--- src/rtl/core/asla_pkg.sv ---
// ----------------------------------------------------------------------------
// asla_pkg
// Shared types and constants of the async slice lane allocator.
// ----------------------------------------------------------------------------
package asla_pkg;

    localparam int MAX_SETS      = 16;
    localparam int LANES_PER_SET = 16;
    localparam int SET_W         = $clog2(MAX_SETS);
    localparam int LANE_W        = $clog2(LANES_PER_SET);
    localparam int FLAT_W        = SET_W + LANE_W;
    localparam int TOTAL_LANES   = MAX_SETS * LANES_PER_SET;
    localparam int SCNT_W        = $clog2(MAX_SETS + 1);
    localparam int LCNT_W        = $clog2(LANES_PER_SET + 1);
    localparam int SCAN_W        = (SCNT_W > LCNT_W) ? SCNT_W : LCNT_W;

    // lane word: timed flag, key, nesting, id
    localparam int LANE_DW = 1 + 64 + 8 + 8;
    // set word: kind, process, label
    localparam int SET_DW  = 1 + 16 + 32;

    typedef enum logic [2:0] {
        REQ_INTERN_SAT   = 3'd0,
        REQ_INTERN_UNNEST = 3'd1,
        REQ_BEGIN        = 3'd2,
        REQ_END          = 3'd3,
        REQ_SCOPED       = 3'd4
    } req_t;

    typedef enum logic [1:0] {
        ST_OK         = 2'd0,
        ST_UNKNOWN    = 2'd1,
        ST_SETS_FULL  = 2'd2,
        ST_LANES_FULL = 2'd3
    } status_t;

    typedef enum logic [3:0] {
        S_IDLE,
        S_SREAD,
        S_SCHECK,
        S_SADD,
        S_LSTART,
        S_L1READ,
        S_L1CHECK,
        S_L2READ,
        S_L2CHECK,
        S_APPEND,
        S_UPDATE,
        S_DONE
    } state_t;

    // controller to datapath
    typedef struct packed {
        logic latch;        // capture request
        logic clr_idx;      // scan index to zero
        logic inc_idx;      // next entry
        logic set_rd;       // read set entry at index
        logic set_add;      // append set
        logic lane_rd;      // read lane entry at index
        logic adopt_idx;    // pick scanned lane as target
        logic append;       // append lane as target
        logic update;       // write target lane and result
        logic fail;         // done with error status
        status_t fail_code;
        logic intern_hit;   // result is scanned set index
        logic done;         // strobe result
    } asla_cmd_t;

    // datapath to controller
    typedef struct packed {
        logic is_intern;
        logic is_scoped;
        logic is_cookie;
        logic valid_req;
        logic set_known;
        logic set_end;      // index reached sets_used
        logic set_match;
        logic sets_full;
        logic lane_end;     // index reached lanes_used
        logic l1_match;
        logic l2_match;
        logic lanes_full;
    } asla_sts_t;

endpackage

--- src/rtl/core/asla_ctrl.sv ---
// ----------------------------------------------------------------------------
// asla_ctrl
// Sequencer: set scan, two lane scans, append and write-back.
// ----------------------------------------------------------------------------
module asla_ctrl (
    input  logic                clk,
    input  logic                rst_n,
    input  logic                start,
    output logic                busy,
    input  asla_pkg::asla_sts_t sts,
    output asla_pkg::asla_cmd_t cmd
);
    import asla_pkg::*;

    state_t state_reg, state_next;

    always_ff @(posedge clk or negedge rst_n)
    begin
        if (!rst_n)
        begin
            state_reg <= S_IDLE;
        end
        else
        begin
            state_reg <= state_next;
        end
    end

    always_comb
    begin
        state_next = state_reg;
        unique case (state_reg)
            S_IDLE:
            begin
                if (start)
                begin
                    state_next = S_LSTART;
                end
            end
            S_LSTART:
            begin
                if (sts.is_intern)
                begin
                    state_next = sts.set_end ? S_SADD : S_SREAD;
                end
                else if (!sts.valid_req || !sts.set_known)
                begin
                    state_next = S_DONE;
                end
                else
                begin
                    state_next = sts.lane_end ? (sts.is_scoped ? S_APPEND : S_L2READ)
                                              : S_L1READ;
                end
            end
            S_SREAD:   state_next = S_SCHECK;
            S_SCHECK:
            begin
                if (sts.set_match)      state_next = S_DONE;
                else if (sts.set_end)   state_next = S_SADD;
                else                    state_next = S_SREAD;
            end
            S_SADD:    state_next = S_DONE;
            S_L1READ:  state_next = S_L1CHECK;
            S_L1CHECK:
            begin
                if (sts.l1_match)       state_next = S_UPDATE;
                else if (!sts.lane_end) state_next = S_L1READ;
                else if (sts.is_scoped) state_next = S_APPEND;
                else                    state_next = S_L2READ;
            end
            S_L2READ:
            begin
                state_next = sts.lane_end ? S_APPEND : S_L2CHECK;
            end
            S_L2CHECK:
            begin
                if (sts.l2_match)       state_next = S_UPDATE;
                else                    state_next = S_L2READ;
            end
            S_APPEND:
            begin
                state_next = sts.lanes_full ? S_DONE : S_UPDATE;
            end
            S_UPDATE:  state_next = S_DONE;
            S_DONE:    state_next = S_IDLE;
            default:   state_next = S_IDLE;
        endcase
    end

    always_comb
    begin
        cmd  = '0;
        busy = (state_reg != S_IDLE);
        unique case (state_reg)
            S_IDLE:
            begin
                cmd.latch   = start;
                cmd.clr_idx = start;
            end
            S_LSTART:
            begin
                cmd.set_rd  = sts.is_intern && !sts.set_end;
                cmd.lane_rd = !sts.is_intern;
                if (!sts.is_intern && sts.valid_req && !sts.set_known)
                begin
                    cmd.fail      = 1'b1;
                    cmd.fail_code = ST_UNKNOWN;
                end
                else if (!sts.is_intern && !sts.valid_req)
                begin
                    cmd.fail      = 1'b1;
                    cmd.fail_code = ST_OK;
                end
            end
            S_SREAD:
            begin
                cmd.inc_idx = 1'b1;
            end
            S_SCHECK:
            begin
                if (sts.set_match)
                begin
                    cmd.intern_hit = 1'b1;
                end
                else
                begin
                    cmd.set_rd = 1'b1;
                end
            end
            S_SADD:
            begin
                if (sts.sets_full)
                begin
                    cmd.fail      = 1'b1;
                    cmd.fail_code = ST_SETS_FULL;
                end
                else
                begin
                    cmd.set_add = 1'b1;
                end
            end
            S_L1READ:
            begin
                cmd.inc_idx = 1'b1;
            end
            S_L1CHECK:
            begin
                if (sts.l1_match)
                begin
                    cmd.adopt_idx = 1'b1;
                end
                else if (!sts.lane_end)
                begin
                    cmd.lane_rd = 1'b1;
                end
                else
                begin
                    cmd.clr_idx = 1'b1;
                end
            end
            S_L2READ:
            begin
                cmd.lane_rd = 1'b1;
                cmd.inc_idx = !sts.lane_end;
            end
            S_L2CHECK:
            begin
                cmd.adopt_idx = sts.l2_match;
            end
            S_APPEND:
            begin
                if (sts.lanes_full)
                begin
                    cmd.fail      = 1'b1;
                    cmd.fail_code = ST_LANES_FULL;
                end
                else
                begin
                    cmd.append = 1'b1;
                end
            end
            S_UPDATE:
            begin
                cmd.update = 1'b1;
            end
            S_DONE:
            begin
                cmd.done = 1'b1;
            end
            default:
            begin
                cmd = '0;
            end
        endcase
    end

`ifndef NO_ASSERTIONS
    // a result strobe always closes a busy period
    assert property (@(posedge clk) disable iff (!rst_n)
        cmd.done |=> !busy)
        else $error("asla_ctrl: still busy after result");

    // a transfer only starts from idle
    assert property (@(posedge clk) disable iff (!rst_n)
        cmd.latch |-> $past(state_reg) != S_LSTART || !busy)
        else $error("asla_ctrl: latch while working");

    // write-back follows a chosen lane
    assert property (@(posedge clk) disable iff (!rst_n)
        cmd.update |-> ($past(state_reg) == S_L1CHECK || $past(state_reg) == S_L2CHECK
                        || $past(state_reg) == S_APPEND))
        else $error("asla_ctrl: update without target");
`endif

endmodule

--- config.mk ---
export PLATFORM = sky130hd
export DESIGN_NAME = asla_ctrl
export DESIGN_NICKNAME = d
export VERILOG_FILES = /design/src/rtl/core/asla_pkg.sv /design/src/rtl/core/asla_ctrl.sv
export SDC_FILE = /design/constraint.sdc
export NUM_CORES = 1
export LEC_CHECK = 0
export BUFFER_PORTS_ARGS = -buffer_cell sky130_fd_sc_hd__buf_2
export CORE_AREA = 2 2 39 41
export CTS_BUF_LIST = sky130_fd_sc_hd__clkbuf_2 sky130_fd_sc_hd__clkbuf_4 sky130_fd_sc_hd__clkbuf_8
export DETAILED_ROUTE_END_ITERATION = 16
export DIE_AREA = 0 0 41 43
export PLACE_DENSITY_LB_ADDON = 0.1
export SYNTH_ARGS = -nofsm -noshare
export SYNTH_HDL_FRONTEND = slang
export SYNTH_SLANG_ARGS = --single-unit
--- constraint.sdc ---
create_clock -name clk -period 2.4 [get_ports clk]
set_clock_uncertainty 0.1 [all_clocks]
set_input_delay 0.24 -clock clk [delete_from_list [all_inputs] [get_ports clk]]
set_output_delay 0.24 -clock clk [all_outputs]
set_load 0.01 [all_outputs]
==> impl_metrics.json <==
{
  "drv_cap": 0,
  "clock_latency_ps": 240,
  "n_antenna_cell": 0,
  "drcViolationCount": 0,
  "fin_crit_ps": 2130,
  "numCtsBuffers": 3,
  "synth_async_sr_flop_share": 1.00,
  "drt_first_pass_iters": 4,
  "top_layer": "met4",
  "cp_data_required_time_ps": 2060,
  "routabilityCongestion": 0.836,
  "reg2reg_to": "state_reg[0]$_DFFE_PN0P_",
  "synth_edf_count": 0,
  "wl_um": 1880,
  "die_w_um": 41,
  "place_ws_ps": 538,
  "crit_type": "register to primary output",
  "wl_per_cell_um": 14.2,
  "yosys_register_bits": 4,
  "fin_util": 0.555,
  "num_vias": 809,
  "largest_reg_flops": 4,
  "rsz0062_at_grt": "no",
  "syn2layout_area_growth_pct": 23.5,
  "syn_nets": 106,
  "grt_pass1_wl_um": 2940,
  "clock.fmax_mhz": 470,
  "total_power_uw": 867,
  "drv_slew": 0,
  "finalSetupViolCount": 0,
  "setup_ws_ps": 273,
  "syn_inst": 91,
  "grt_use_total": 0.242,
  "setup_tns_ps": 0,
  "post_cts_resized": 0,
  "final_layout_size_suffix_gt1_frac": 0.336,
  "initial_utilization": 0.449,
  "worst_slew_pin_slew_ps": 657,
  "netlist_area_um2": 622,
  "ys_warn_count": 0,
  "post-cts-setup-buffers": 0,
  "antenna_found_initial": 0,
  "dieArea_um2": 1760,
  "m1WireLength_um": 867,
  "syn_avg_cell_area_um2": 6.83,
  "ys_seq_area_frac": 0.161,
  "dpl_cell_area_um2": 736,
  "grt_pass1_vias": 663,
  "fillers": 151,
  "cts_hold_buffers": 1,
  "worstPathMaxFanout": 18,
  "clock-sinks": 4,
  "cp-end-kind": "primary output",
  "root_buffer": "clkbuf_4",
  "layout.cells.non_filler": 132,
  "cts_tree": "yes",
  "powerDensity_nw_per_um2": 1130,
  "hold_class": "primary input to async pin",
  "placed_cells": 128,
  "rr_startpoint": "state_reg[1]$_DFFE_PN0P_",
  "core_um2": 1380,
  "ir_worst_vdd_uv": 456,
  "grt-ovfl-total": 0,
  "p_leak_nw": 0.380,
  "clk_pin_slew_ps": 40,
  "die_h_um": 43,
  "period_share": 0.886,
  "cts_htree_levels": 1,
  "numPortBuffers": 28,
  "slew_headroom": 0.562,
  "hold_slack_ps": 225,
  "ys_types": 39,
  "via_per_inst": 6.13,
  "cts_max_path_buffers": 2,
  "rows": 14,
  "rr_worst_depth": 4,
  "wl_met3_um": 89,
  "dp_hpwl_um": 1350,
  "postLayoutCellArea_um2": 768,
  "ios": 30,
  "synth_top_flop_cell": "dfrtp_1",
  "ant_nets": 0,
  "grt_max_degree": 21,
  "wl_met2_um": 882,
  "r2r_setup_slack_ps": 530,
  "drt-initial-drc-count": 24,
  "status": "completed",
  "nets": 133,
  "critPathLaunchType": "register",
  "arrival_ps": 1790,
  "hold_violations": 0
}
## placed cells by master, fill, tap and decap left out, types with 2 or more instances in the layout
master / instances
o21ai_1: 4
nor2b_4: 2
nor2_1: 14
a21oi_1: 7
nand2_1: 9
dfrtp_1: 4
nor4_1: 3
and3b_1: 2
and3_1: 3
o211ai_1: 2
nand3_1: 2
inv_2: 2
nand2b_1: 3
buf_2: 28
clkbuf_4: 3
nor3_1: 5
## worst max path at each step
stage / startpoint / slack [ps] / endpoint / cells past startpoint
2_1_floorplan: state_reg[1]$_DFFE_PN0P_ / 900 / cmd[4] / 6
6_report: state_reg[0]$_DFFE_PN0P_ / 270 / cmd[2] / 4
5_1_grt: state_reg[0]$_DFFE_PN0P_ / 160 / cmd[2] / 4
3_5_place_dp: state_reg[0]$_DFFE_PN0P_ / 540 / cmd[2] / 4
4_1_cts: state_reg[0]$_DFFE_PN0P_ / 270 / cmd[2] / 4
3_3_place_gp: state_reg[0]$_DFFE_PN0P_ / 540 / cmd[2] / 4
## synth_stat cells (all sizes together), types with 2 or more instances
cell | count | area, µm²
a21oi | 8 | 43.8
nor2 | 15 | 58.8
nor3 | 5 | 25.0
nand2b | 4 | 27.5
o21ai | 5 | 25.0
nor2b | 3 | 33.8
dfrtp | 4 | 100
o211ai | 2 | 15.0
inv | 3 | 11.3
nand3 | 2 | 10.0
buf | 7 | 46.3
nand2 | 9 | 33.8
and3 | 3 | 18.8
nor4 | 3 | 18.8
and3b | 2 | 17.5
## per-layer routing
metal | GRT usage | vias up
met2 | 0.353 | 30
met4 | 0.107 | 0
met5 | 0 | -
li1 | - | 392
met1 | 0.340 | 383
met3 | 0.0314 | 4
## critical path: stages, from the launching register on
cell	delay (ps)
dfrtp_1	730
nor2_2	150
and3b_1	260
a32o_1	260
buf_2	130
## cell type report
cell class	instances	area, µm²	area share
tap	16	20.0	0.0261
sequential	4	100	0.130
clock buffer	3	22.5	0.0293
multi-input combinational	77	464	0.604
inverter	3	11.3	0.0147
timing repair buffer	29	150	0.195
## report_power, final
part	switching [mW]	total [mW]	internal [mW]
clock network	0.0307	0.0868	0.0561
registers	0.170	0.268	0.0983
logic	0.272	0.513	0.241
## cells by family after synthesis
kind of cell           Yosys count  share of synthesized area
flip-flops                       4                      0.161
AO/OA/AOI/OAI                   26                      0.292
buffers and inverters           10                     0.0925
AND/OR/NAND/NOR                 51                      0.455
(Power assumes the default switching activity.)
